--- src/hdl/frle_pkg.sv ---
// ----------------------------------------------------------------------------
// frle_pkg
// Shared constants, register indexes and types for the field-pack
// run-length encoder.
// ----------------------------------------------------------------------------
package frle_pkg;

  // data path widths
  localparam int WORD_W     = 64;
  localparam int WIDTH_W    = 7;
  localparam int OFFSET_W   = 9;
  localparam int COUNT_W    = 16;
  localparam int SHIFT_W    = 6;

  // field lanes: one per input field, limited by the field maximum
  localparam int NUM_LANES  = 4;
  localparam int MAX_FIELDS = 4;
  localparam int FIELD_LIMIT = (MAX_FIELDS < NUM_LANES) ? MAX_FIELDS : NUM_LANES;
  localparam int NFIELD_W   = 3;

  // longest run before a pair is closed
  localparam logic [COUNT_W-1:0] MAX_RUN = 16'hFFFF;

  // full mask width
  localparam logic [WIDTH_W-1:0] FULL_WIDTH = 7'd64;

  // output queue
  localparam int FIFO_DEPTH = 4;
  localparam int FIFO_PTR_W = 2;
  localparam int FIFO_LVL_W = 3;

  // configuration port
  localparam int CFG_IDX_W  = 3;
  localparam int CFG_DATA_W = 7;

  localparam logic [CFG_IDX_W-1:0] REG_ACTIVE_FIELDS = 3'd0;
  localparam logic [CFG_IDX_W-1:0] REG_WIDTH_A       = 3'd1;
  localparam logic [CFG_IDX_W-1:0] REG_WIDTH_B       = 3'd2;
  localparam logic [CFG_IDX_W-1:0] REG_WIDTH_C       = 3'd3;
  localparam logic [CFG_IDX_W-1:0] REG_WIDTH_D       = 3'd4;

  localparam logic [NFIELD_W-1:0] ACTIVE_RESET = 3'd1;
  localparam logic [WIDTH_W-1:0]  WIDTH_RESET  = 7'd8;

  // per-lane setup derived from the configuration registers
  typedef struct packed {
    logic                active;
    logic [WIDTH_W-1:0]  width;
    logic [OFFSET_W-1:0] offset;
  } lane_cfg_t;

  // one (word, count) result
  typedef struct packed {
    logic [WORD_W-1:0]  word;
    logic [COUNT_W-1:0] length;
    logic               final_pair;
  } pair_t;

  // run state seen by the top level
  typedef struct packed {
    logic               run_open;
    logic [COUNT_W-1:0] open_count;
  } rle_status_t;

endpackage

--- src/hdl/frle_if.sv ---
// ----------------------------------------------------------------------------
// frle_in_if / frle_out_if
// Valid/ready channels for entries going in and run pairs coming out.
// ----------------------------------------------------------------------------
interface frle_in_if;
  logic                         valid;
  logic                         ready;
  logic [frle_pkg::WORD_W-1:0]  value_a;
  logic [frle_pkg::WORD_W-1:0]  value_b;
  logic [frle_pkg::WORD_W-1:0]  value_c;
  logic [frle_pkg::WORD_W-1:0]  value_d;
  logic                         end_of_stream;

  modport source (
    output valid, value_a, value_b, value_c, value_d, end_of_stream,
    input  ready
  );
  modport sink (
    input  valid, value_a, value_b, value_c, value_d, end_of_stream,
    output ready
  );
endinterface

interface frle_out_if;
  logic                         valid;
  logic                         ready;
  logic [frle_pkg::WORD_W-1:0]  run_word;
  logic [frle_pkg::COUNT_W-1:0] run_length;
  logic                         final_pair;

  modport source (
    output valid, run_word, run_length, final_pair,
    input  ready
  );
  modport sink (
    input  valid, run_word, run_length, final_pair,
    output ready
  );
endinterface

--- src/hdl/frle_lane.sv ---
// ----------------------------------------------------------------------------
// frle_lane
// One field lane: masks a value to its width and shifts it to its place
// in the packed word, registered.
// ----------------------------------------------------------------------------
module frle_lane (
  input  logic                        clk,
  input  logic                        load,
  input  logic [frle_pkg::WORD_W-1:0] value,
  input  frle_pkg::lane_cfg_t         lane_cfg,
  output logic [frle_pkg::WORD_W-1:0] lane_word
);
  import frle_pkg::*;

  logic [WORD_W-1:0] mask;
  logic [WORD_W-1:0] placed;
  logic [WORD_W-1:0] lane_word_r;

  // width mask, full at 64
  always_comb begin
    if (lane_cfg.width >= FULL_WIDTH) begin
      mask = '1;
    end else begin
      mask = ~({WORD_W{1'b1}} << lane_cfg.width[SHIFT_W-1:0]);
    end
  end

  // fields placed at or above the top of the word are dropped
  always_comb begin
    if (lane_cfg.active && (lane_cfg.offset < OFFSET_W'(WORD_W))) begin
      placed = (value & mask) << lane_cfg.offset[SHIFT_W-1:0];
    end else begin
      placed = '0;
    end
  end

  always_ff @(posedge clk) begin
    if (load) begin
      lane_word_r <= placed;
    end
  end

  assign lane_word = lane_word_r;

endmodule

--- src/hdl/frle_rle.sv ---
// ----------------------------------------------------------------------------
// frle_rle
// Merges the lane words into the packed word and keeps the open run;
// closes and flushes pairs.
// ----------------------------------------------------------------------------
module frle_rle (
  input  logic                        clk,
  input  logic                        rst_n,
  input  logic                        take,
  input  logic [frle_pkg::WORD_W-1:0] lane_words [frle_pkg::NUM_LANES],
  input  logic                        end_of_stream,
  output frle_pkg::pair_t             pair0,
  output logic                        push0,
  output frle_pkg::pair_t             pair1,
  output logic                        push1,
  output frle_pkg::rle_status_t       status
);
  import frle_pkg::*;

  logic [WORD_W-1:0]  packed_word;
  logic [WORD_W-1:0]  open_word_r, open_word_nxt;
  logic [COUNT_W-1:0] open_count_r, open_count_nxt;
  logic               run_open_r, run_open_nxt;
  logic [WORD_W-1:0]  cont_word;
  logic [COUNT_W-1:0] cont_count;

  // merge the lanes
  always_comb begin
    packed_word = '0;
    for (int i = 0; i < NUM_LANES; i++) begin
      packed_word = packed_word | lane_words[i];
    end
  end

  // extend, start or close the run, then flush on end of stream
  always_comb begin
    cont_word  = open_word_r;
    cont_count = open_count_r;
    push0      = 1'b0;
    pair0      = '{word: open_word_r, length: open_count_r, final_pair: 1'b0};
    if (!run_open_r) begin
      cont_word  = packed_word;
      cont_count = COUNT_W'(1);
    end else if ((packed_word == open_word_r) && (open_count_r < MAX_RUN)) begin
      cont_count = open_count_r + COUNT_W'(1);
    end else begin
      push0      = take;
      cont_word  = packed_word;
      cont_count = COUNT_W'(1);
    end

    pair1 = '{word: cont_word, length: cont_count, final_pair: 1'b1};
    push1 = take && end_of_stream;

    open_word_nxt  = open_word_r;
    open_count_nxt = open_count_r;
    run_open_nxt   = run_open_r;
    if (take) begin
      if (end_of_stream) begin
        open_word_nxt  = '0;
        open_count_nxt = '0;
        run_open_nxt   = 1'b0;
      end else begin
        open_word_nxt  = cont_word;
        open_count_nxt = cont_count;
        run_open_nxt   = 1'b1;
      end
    end
  end

  always_ff @(posedge clk) begin
    if (!rst_n) begin
      open_word_r  <= '0;
      open_count_r <= '0;
      run_open_r   <= 1'b0;
    end else begin
      open_word_r  <= open_word_nxt;
      open_count_r <= open_count_nxt;
      run_open_r   <= run_open_nxt;
    end
  end

  assign status = '{run_open: run_open_r, open_count: open_count_r};

endmodule

--- src/hdl/frle_out_fifo.sv ---
// ----------------------------------------------------------------------------
// frle_out_fifo
// Small result queue; takes up to two pairs per cycle and hands out one.
// ----------------------------------------------------------------------------
module frle_out_fifo (
  input  logic                            clk,
  input  logic                            rst_n,
  input  frle_pkg::pair_t                 pair0,
  input  logic                            push0,
  input  frle_pkg::pair_t                 pair1,
  input  logic                            push1,
  input  logic                            pop,
  output frle_pkg::pair_t                 head,
  output logic [frle_pkg::FIFO_LVL_W-1:0] level
);
  import frle_pkg::*;

  pair_t                 mem [FIFO_DEPTH];
  logic [FIFO_PTR_W-1:0] wr_r, wr_nxt;
  logic [FIFO_PTR_W-1:0] rd_r, rd_nxt;
  logic [FIFO_LVL_W-1:0] level_r, level_nxt;
  logic [FIFO_LVL_W-1:0] n_push;

  // pointer and level update
  always_comb begin
    n_push    = FIFO_LVL_W'(push0) + FIFO_LVL_W'(push1);
    wr_nxt    = wr_r + n_push[FIFO_PTR_W-1:0];
    rd_nxt    = pop ? rd_r + FIFO_PTR_W'(1) : rd_r;
    level_nxt = level_r + n_push - FIFO_LVL_W'(pop);
  end

  always_ff @(posedge clk) begin
    if (!rst_n) begin
      wr_r    <= '0;
      rd_r    <= '0;
      level_r <= '0;
    end else begin
      wr_r    <= wr_nxt;
      rd_r    <= rd_nxt;
      level_r <= level_nxt;
    end
  end

  // storage: the closed pair goes ahead of the flushed one
  always_ff @(posedge clk) begin
    if (push0) begin
      mem[wr_r] <= pair0;
      if (push1) begin
        mem[wr_r + FIFO_PTR_W'(1)] <= pair1;
      end
    end else if (push1) begin
      mem[wr_r] <= pair1;
    end
  end

  assign head  = mem[rd_r];
  assign level = level_r;

endmodule

--- src/hdl/field_pack_rle_encoder.sv ---
// ----------------------------------------------------------------------------
// field_pack_rle_encoder
// Packs up to four masked fields into a 64-bit word in parallel lanes and
// run-length encodes the packed words into (word, count) pairs.
//
//   port    direction  carries
//   in_if   sink       value_a..value_d, end_of_stream per entry
//   out_if  source     run_word, run_length, final_pair per pair
//   cfg_*   write      active_fields, width_a..width_d by index
//
// One entry is taken per cycle unless the input is stalled as below; from
// input transfer to the pair at the output it passes the lane register, then
// the run stage into the queue. The run stage takes an entry only while the
// four-deep result queue has room for two pairs, so with the output stalled
// the queue fills to at most four pairs, the entry in the lane register then
// waits and the input stalls behind it. An end-of-stream entry that also
// closes a run gives two pairs. Reset is synchronous, active low, and clears
// the run state, the queue and the configuration registers to their defaults.
// ----------------------------------------------------------------------------
module field_pack_rle_encoder (
  input  logic                            clk,
  input  logic                            rst_n,
  frle_in_if.sink                         in_if,
  frle_out_if.source                      out_if,
  input  logic                            cfg_wr_en,
  input  logic [frle_pkg::CFG_IDX_W-1:0]  cfg_index,
  input  logic [frle_pkg::CFG_DATA_W-1:0] cfg_wr_data
);
  import frle_pkg::*;

  logic [NFIELD_W-1:0] active_fields_r;
  logic [WIDTH_W-1:0]  width_r [NUM_LANES];
  logic [NFIELD_W-1:0] n_fields;
  lane_cfg_t           lane_cfg [NUM_LANES];
  logic [WORD_W-1:0]   lane_value [NUM_LANES];
  logic [WORD_W-1:0]   lane_words [NUM_LANES];
  logic                s1_valid_r, s1_valid_nxt;
  logic                s1_eos_r;
  logic                in_xfer;
  logic                take;
  pair_t               pair0, pair1, head;
  logic                push0, push1;
  logic                pop;
  logic [FIFO_LVL_W-1:0] fifo_level;
  rle_status_t         rle_status;

  // configuration registers
  always_ff @(posedge clk) begin
    if (!rst_n) begin
      active_fields_r <= ACTIVE_RESET;
      for (int i = 0; i < NUM_LANES; i++) begin
        width_r[i] <= WIDTH_RESET;
      end
    end else if (cfg_wr_en) begin
      case (cfg_index)
        REG_ACTIVE_FIELDS: active_fields_r <= cfg_wr_data[NFIELD_W-1:0];
        REG_WIDTH_A:       width_r[0] <= cfg_wr_data;
        REG_WIDTH_B:       width_r[1] <= cfg_wr_data;
        REG_WIDTH_C:       width_r[2] <= cfg_wr_data;
        REG_WIDTH_D:       width_r[3] <= cfg_wr_data;
        default:           ;
      endcase
    end
  end

  // field count, clamped to one..limit
  always_comb begin
    if (active_fields_r == '0) begin
      n_fields = NFIELD_W'(1);
    end else if (active_fields_r > NFIELD_W'(FIELD_LIMIT)) begin
      n_fields = NFIELD_W'(FIELD_LIMIT);
    end else begin
      n_fields = active_fields_r;
    end
  end

  // lane setup: saturated width and bit offset, last active field at bit 0
  always_comb begin
    logic [OFFSET_W-1:0] pos;
    pos = '0;
    for (int i = NUM_LANES - 1; i >= 0; i--) begin
      lane_cfg[i].active = (NFIELD_W'(i) < n_fields);
      lane_cfg[i].width  = (width_r[i] > FULL_WIDTH) ? FULL_WIDTH : width_r[i];
      lane_cfg[i].offset = pos;
      if (lane_cfg[i].active) begin
        pos = pos + OFFSET_W'(lane_cfg[i].width);
      end
    end
  end

  assign lane_value[0] = in_if.value_a;
  assign lane_value[1] = in_if.value_b;
  assign lane_value[2] = in_if.value_c;
  assign lane_value[3] = in_if.value_d;

  // input handshake and lane stage valid
  assign take         = s1_valid_r && (fifo_level <= FIFO_LVL_W'(FIFO_DEPTH - 2));
  assign in_if.ready  = !s1_valid_r || take;
  assign in_xfer      = in_if.valid && in_if.ready;
  assign s1_valid_nxt = in_xfer ? 1'b1 : (take ? 1'b0 : s1_valid_r);

  always_ff @(posedge clk) begin
    if (!rst_n) begin
      s1_valid_r <= 1'b0;
    end else begin
      s1_valid_r <= s1_valid_nxt;
    end
  end

  always_ff @(posedge clk) begin
    if (in_xfer) begin
      s1_eos_r <= in_if.end_of_stream;
    end
  end

  // field lanes
  for (genvar g = 0; g < NUM_LANES; g++) begin : g_lane
    frle_lane u_lane (
      .clk       (clk),
      .load      (in_xfer),
      .value     (lane_value[g]),
      .lane_cfg  (lane_cfg[g]),
      .lane_word (lane_words[g])
    );
  end

  // merge and run stage
  frle_rle u_rle (
    .clk           (clk),
    .rst_n         (rst_n),
    .take          (take),
    .lane_words    (lane_words),
    .end_of_stream (s1_eos_r),
    .pair0         (pair0),
    .push0         (push0),
    .pair1         (pair1),
    .push1         (push1),
    .status        (rle_status)
  );

  // result queue
  assign pop = out_if.valid && out_if.ready;

  frle_out_fifo u_fifo (
    .clk   (clk),
    .rst_n (rst_n),
    .pair0 (pair0),
    .push0 (push0),
    .pair1 (pair1),
    .push1 (push1),
    .pop   (pop),
    .head  (head),
    .level (fifo_level)
  );

  assign out_if.valid      = (fifo_level != '0);
  assign out_if.run_word   = head.word;
  assign out_if.run_length = head.length;
  assign out_if.final_pair = head.final_pair;

  // checks
  assert property (@(posedge clk) disable iff (!rst_n)
    fifo_level <= FIFO_LVL_W'(FIFO_DEPTH))
    else $error("result queue overfilled");

  assert property (@(posedge clk) disable iff (!rst_n)
    (push0 || push1) |-> take)
    else $error("pair pushed without an entry taken");

  assert property (@(posedge clk) disable iff (!rst_n)
    rle_status.run_open |-> (rle_status.open_count != '0))
    else $error("open run with zero count");

  assert property (@(posedge clk) disable iff (!rst_n)
    (take && s1_eos_r) |=> !rle_status.run_open)
    else $error("run still open after end of stream");

endmodule
--- src/flat_wrapper.sv ---
// flat-port wrapper written by rule: the top's interface ports become plain ports
module field_pack_rle_encoder_flat import frle_pkg::*;
  (clk, rst_n, cfg_wr_en, cfg_index, cfg_wr_data, in_if_valid, in_if_value_a, in_if_value_b, in_if_value_c, in_if_value_d, in_if_end_of_stream, in_if_ready, out_if_valid, out_if_run_word, out_if_run_length, out_if_final_pair, out_if_ready);
  frle_in_if in_if_i ();
  frle_out_if out_if_i ();
  input  logic clk;
  input  logic rst_n;
  input  logic cfg_wr_en;
  input  logic [frle_pkg::CFG_IDX_W-1:0] cfg_index;
  input  logic [frle_pkg::CFG_DATA_W-1:0] cfg_wr_data;
  input wire logic [$bits(in_if_i.valid)-1:0] in_if_valid;
  input wire logic [$bits(in_if_i.value_a)-1:0] in_if_value_a;
  input wire logic [$bits(in_if_i.value_b)-1:0] in_if_value_b;
  input wire logic [$bits(in_if_i.value_c)-1:0] in_if_value_c;
  input wire logic [$bits(in_if_i.value_d)-1:0] in_if_value_d;
  input wire logic [$bits(in_if_i.end_of_stream)-1:0] in_if_end_of_stream;
  output wire logic [$bits(in_if_i.ready)-1:0] in_if_ready;
  output wire logic [$bits(out_if_i.valid)-1:0] out_if_valid;
  output wire logic [$bits(out_if_i.run_word)-1:0] out_if_run_word;
  output wire logic [$bits(out_if_i.run_length)-1:0] out_if_run_length;
  output wire logic [$bits(out_if_i.final_pair)-1:0] out_if_final_pair;
  input wire logic [$bits(out_if_i.ready)-1:0] out_if_ready;
  assign in_if_i.valid = in_if_valid;
  assign in_if_i.value_a = in_if_value_a;
  assign in_if_i.value_b = in_if_value_b;
  assign in_if_i.value_c = in_if_value_c;
  assign in_if_i.value_d = in_if_value_d;
  assign in_if_i.end_of_stream = in_if_end_of_stream;
  assign in_if_ready = in_if_i.ready;
  assign out_if_valid = out_if_i.valid;
  assign out_if_run_word = out_if_i.run_word;
  assign out_if_run_length = out_if_i.run_length;
  assign out_if_final_pair = out_if_i.final_pair;
  assign out_if_i.ready = out_if_ready;
  field_pack_rle_encoder u_core (.clk(clk), .rst_n(rst_n), .in_if(in_if_i), .out_if(out_if_i), .cfg_wr_en(cfg_wr_en), .cfg_index(cfg_index), .cfg_wr_data(cfg_wr_data));
endmodule
--- config.mk ---
export PLATFORM = sky130hd
export DESIGN_NAME = field_pack_rle_encoder_flat
export DESIGN_NICKNAME = d
export VERILOG_FILES = /design/src/hdl/frle_pkg.sv /design/src/hdl/frle_if.sv /design/src/hdl/frle_lane.sv /design/src/hdl/frle_rle.sv /design/src/hdl/frle_out_fifo.sv /design/src/hdl/field_pack_rle_encoder.sv /design/src/flat_wrapper.sv
export SDC_FILE = /design/constraint.sdc
export NUM_CORES = 2
export LEC_CHECK = 0
export BUFFER_PORTS_ARGS = -buffer_cell sky130_fd_sc_hd__buf_2
export CAP_MARGIN = 20
export CELL_PAD_IN_SITES_DETAIL_PLACEMENT = 2
export CELL_PAD_IN_SITES_GLOBAL_PLACEMENT = 2
export CORE_MARGIN = 4
export CORE_UTILIZATION = 42
export DETAILED_ROUTE_END_ITERATION = 12
export PLACE_DENSITY_LB_ADDON = 0.12
export REMOVE_ABC_BUFFERS = 1
export SYNTH_ARGS = -nofsm -noshare
export SYNTH_HDL_FRONTEND = slang
export SYNTH_SLANG_ARGS = --single-unit
--- constraint.sdc ---
create_clock -name clk -period 19.6 [get_ports clk]
set_input_delay 1.96 -clock clk [delete_from_list [all_inputs] [get_ports clk]]
set_output_delay 1.96 -clock clk [all_outputs]
set_load 0.02 [all_outputs]
==> summary.txt <==
Die
  • IO Count: 355
  • Die Ht: 338 um
  • FP Rows: 120
  • Core area: 108,000 sq um
  • Die ar.: 114,000 sq um
  • Initial Util: 42.5%
  • Die width: 338 um

Timing
  • Period minus WS final: 8200 ps
  • Pins Over Slew Limit: 0
  • Worst Max-Slew Pin Slew: 1380 ps
  • Worst slew margin: 7.02%
  • Hold slack: 484 ps
  • Final Hold Viols: 0
  • Fmax: 0.122 GHz
  • Setup TNS: 0 ps
  • Part of the cycle the worst path needs: 41.8%
  • RSZ-0062 raised after global routing: false
  • Endpoints failing setup: 0
  • Worst Skew: 62.8 ps
  • Fin worst setup slack: 11,400 ps

Yosys
  • Most common cell in the synthesized netlist: nand2_1
  • Largest family of logic cells by synthesized area: compound AO/OA/AOI/OAI gates
  • Post-synthesis simple-gate area fraction: 16.2%
  • Post-synth top cells: nand2_1, edfxtp_1, o21ai_0
  • Synth Area in Compound Gates: 23.2%
  • Asr flop ratio synth: 0%
  • Largest area contributor in the netlist: edfxtp_1
  • Gate Count Post-Synth: 4,882
  • Syn_area_per_cell: 9.36 sq um
  • Syn Std Cell Area: 45,700 sq um
  • Post-synthesis register bit count: 703
  • Xor-xnor portion of the synthesized cell area: 1.74%
  • Sequential share of the synthesized area: 44.1%
  • Count of flip-flops with a built-in enable after synthesis: 605
  • YS warnings: 0
  • Largest cells by area after synthesis: edfxtp_1, o21ai_0, nand2_1
  • Mux contribution to synthesized area: 9.79%
  • Synth cell types: 88
  • Primary FF master, synth: edfxtp_1
  • Adder-Cell Fraction of Synth Area: 0.715%
  • Synth top area share: 39.8%

Finish
  • # nets final: 5,342
  • Fin area: 51,700 sq um
  • Post-layout util: 48.1%
  • Layout overhead on the synthesized area: 13.1%
  • Fin cells: 6,529
  • Fraction of layout cells with a size suffix above 1: 17.3%
  • Fill count: 11,400

Flow run
  • Max-Cap Viols: 0

Clock network
  • Clk Latency, worst-skew pair: 680 ps
  • CTS tree: done
  • # H-tree levels: 3
  • CTS clk-pin slew, worst paths: 60 ps
  • Clk buf depth: 3
  • Root buffer cell: clkbuf_16
  • Post_cts resized: 0
  • Hold buffer count at cts: 0
  • CTS sink cnt: 703
  • Clock buffer count from CTS: 83
  • Setup repair bufs after CTS: 0

Route
  • Final WL: 234,000 um
  • Number of remaining DRC errors: 0
  • Met2 routed wirelength: 107,000 um
  • DRT antenna net count: 0
  • Vias: 45,500
  • Met1 wire length: 91,300 um
  • Met3 WL: 21,700 um
  • Drt initial violations: 5,842
  • Pre-antenna DRT Iters: 6
  • Drt via density: 6.96
  • Per-cell routed wire length: 35.8 um
  • Max Used Layer: met5

Placement
  • Placed cell area: 48,700 sq um
  • Final GP Congestion: 0.985
  • # placed instances: 6,352
  • HPWL Detailed: 167,000 um
  • Post-place setup slack: 11,650 ps
  • # port buffers: 354

Pwr
  • Sw frac: 33.6%
  • VDD IR max: 0.0705 mV
  • Pint: 3.03 mW
  • Comb pwr share: 23.6%
  • Total power divided by cell area: 88.4 nW/um^2
  • Lkg Pwr: 18.1 nW
  • Psw: 1.54 mW
  • Reg power frac: 40.7%
  • Total chip power: 4.57 mW
  • Clock network power share: 35.6%

Setup path
  • CP Cell Sequence: inv_1 > nor2_1 > nand2_2 > buf_4 > clkinv_1 > buf_4 > ha_1 > nor3b_1 > a311o_1 > a211o_1 > nand2_1 > buf_4 > inv_1 > ha_1 > a21oi_1 > o31ai_1 > a21oi_1 > mux2i_1 > or3_1 > nand2b_1 > o22ai_1 > a211o_1
  • Critical path fanouts, max: 69
  • Startpoint Class: flop
  • CP Capture Type: flop
  • Crit path from: u_core.width_r[3][3]
  • CP max stage cell: nand2b_1
  • Crit path arrival time: 8600 ps
  • WS Path Type: reg2reg
  • Reg-to-Reg Start: u_core.width_r[3][3]
  • CP most frequent cell: buf_4
  • Worst Path Required: 20,000 ps
  • Max stage delay on crit path: 730 ps

Global route
  • Vias in the first global route: 46,600
  • First-pass GRT wire length: 334,000 um
  • Grt ovf: 0
  • Gr usage total: 39.6%
  • Initial antenna violation count: 26
  • Largest net degree at the start of global routing: 89

Status
  • Run status: complete, no violations

Min path
  • Worst Hold Launch: u_core.u_fifo.mem[3][0]
  • HP Class: reg2reg
[path summary, 6_finish.rpt]
path,end,slack (ps),cells after the start
setup / recovery,u_core.g_lane[0].u_lane.lane_word[60],11400,22
hold / removal,u_core.u_fifo.mem[3][0],480,2
setup reg to reg,u_core.g_lane[0].u_lane.lane_word[60],11400,22
hold reg to reg,u_core.u_fifo.mem[3][0],480,2
[layer usage]
metal,GRT usage [%],up-vias
met5,0,-
met4,19.8,12
met3,7.48,557
met2,63.0,2668
met1,51.7,23300
li1,-,19000
[power groups by stage]
stage | clock network (mW) | registers [mW] | logic [mW]
floorplan | 0 | 1.88 | 0.592
global placement | 0 | 1.87 | 1.01
detailed placement | 0 | 1.89 | 1.05
CTS | 1.63 | 1.86 | 1.06
global route | 1.69 | 1.86 | 1.13
finish | 1.63 | 1.86 | 1.08
[final cells by class]
cell class | instances | area (sq um) | area share, %
antenna | 10 | 25.0 | 0.0484
clock buffer | 112 | 2310 | 4.47
clock inverter | 43 | 508 | 0.983
inverter | 56 | 211 | 0.409
multi-input combinational | 3686 | 23700 | 45.9
sequential | 703 | 20100 | 39.0
tap | 1403 | 1760 | 3.40
timing repair buffer | 516 | 2980 | 5.77
[critical path, delay by kind of cell, from the launching register on]
family | cells | cell delay [ps]
simple gates | 6 | 2040
buf+inv | 6 | 2100
compound gates | 7 | 1800
flops | 1 | 560
mux | 1 | 470
fa+ha+maj | 2 | 910
[kinds of logic after synthesis]
family          count (synthesis)
fa+ha+maj                      25
flops                         703
compound gates               1621
buf+inv                       493
simple gates                 1621
xor+xnor                       91
mux                           328
[sequential cells by signal, summed over array words and instances, names as in the netlist, named ones only]
register / flops
u_core.g_lane.u_lane.lane_word: 256
u_core.s1_valid_r: 1
u_core.width_r: 28
u_core.u_fifo.rd_r: 2
u_core.s1_eos_r: 1
u_core.u_fifo.wr_r: 2
u_core.u_rle.open_word_r: 64
u_core.u_fifo.mem: 324
u_core.active_fields_r: 3
u_core.u_fifo.level: 3
u_core.u_rle.open_count_r: 16
u_core.u_rle.run_open_r: 1
[cell usage in the layout (no fill, tap or decap), types with 68 or more instances in the layout]
master     count
nor2_1       407
mux2i_1      169
o21ai_0      511
mux2_2        71
clkbuf_16     84
a21oi_1      273
xnor2_1       68
nand2_1      620
o22ai_1       95
mux4_2        88
dfxtp_1       95
nor3_1       119
nor4_1        76
buf_2        364
nand3_1       90
buf_4        148
edfxtp_1     605
o211ai_1      82
and2_1        69
Note: power is estimated with default switching activity, not from simulation.
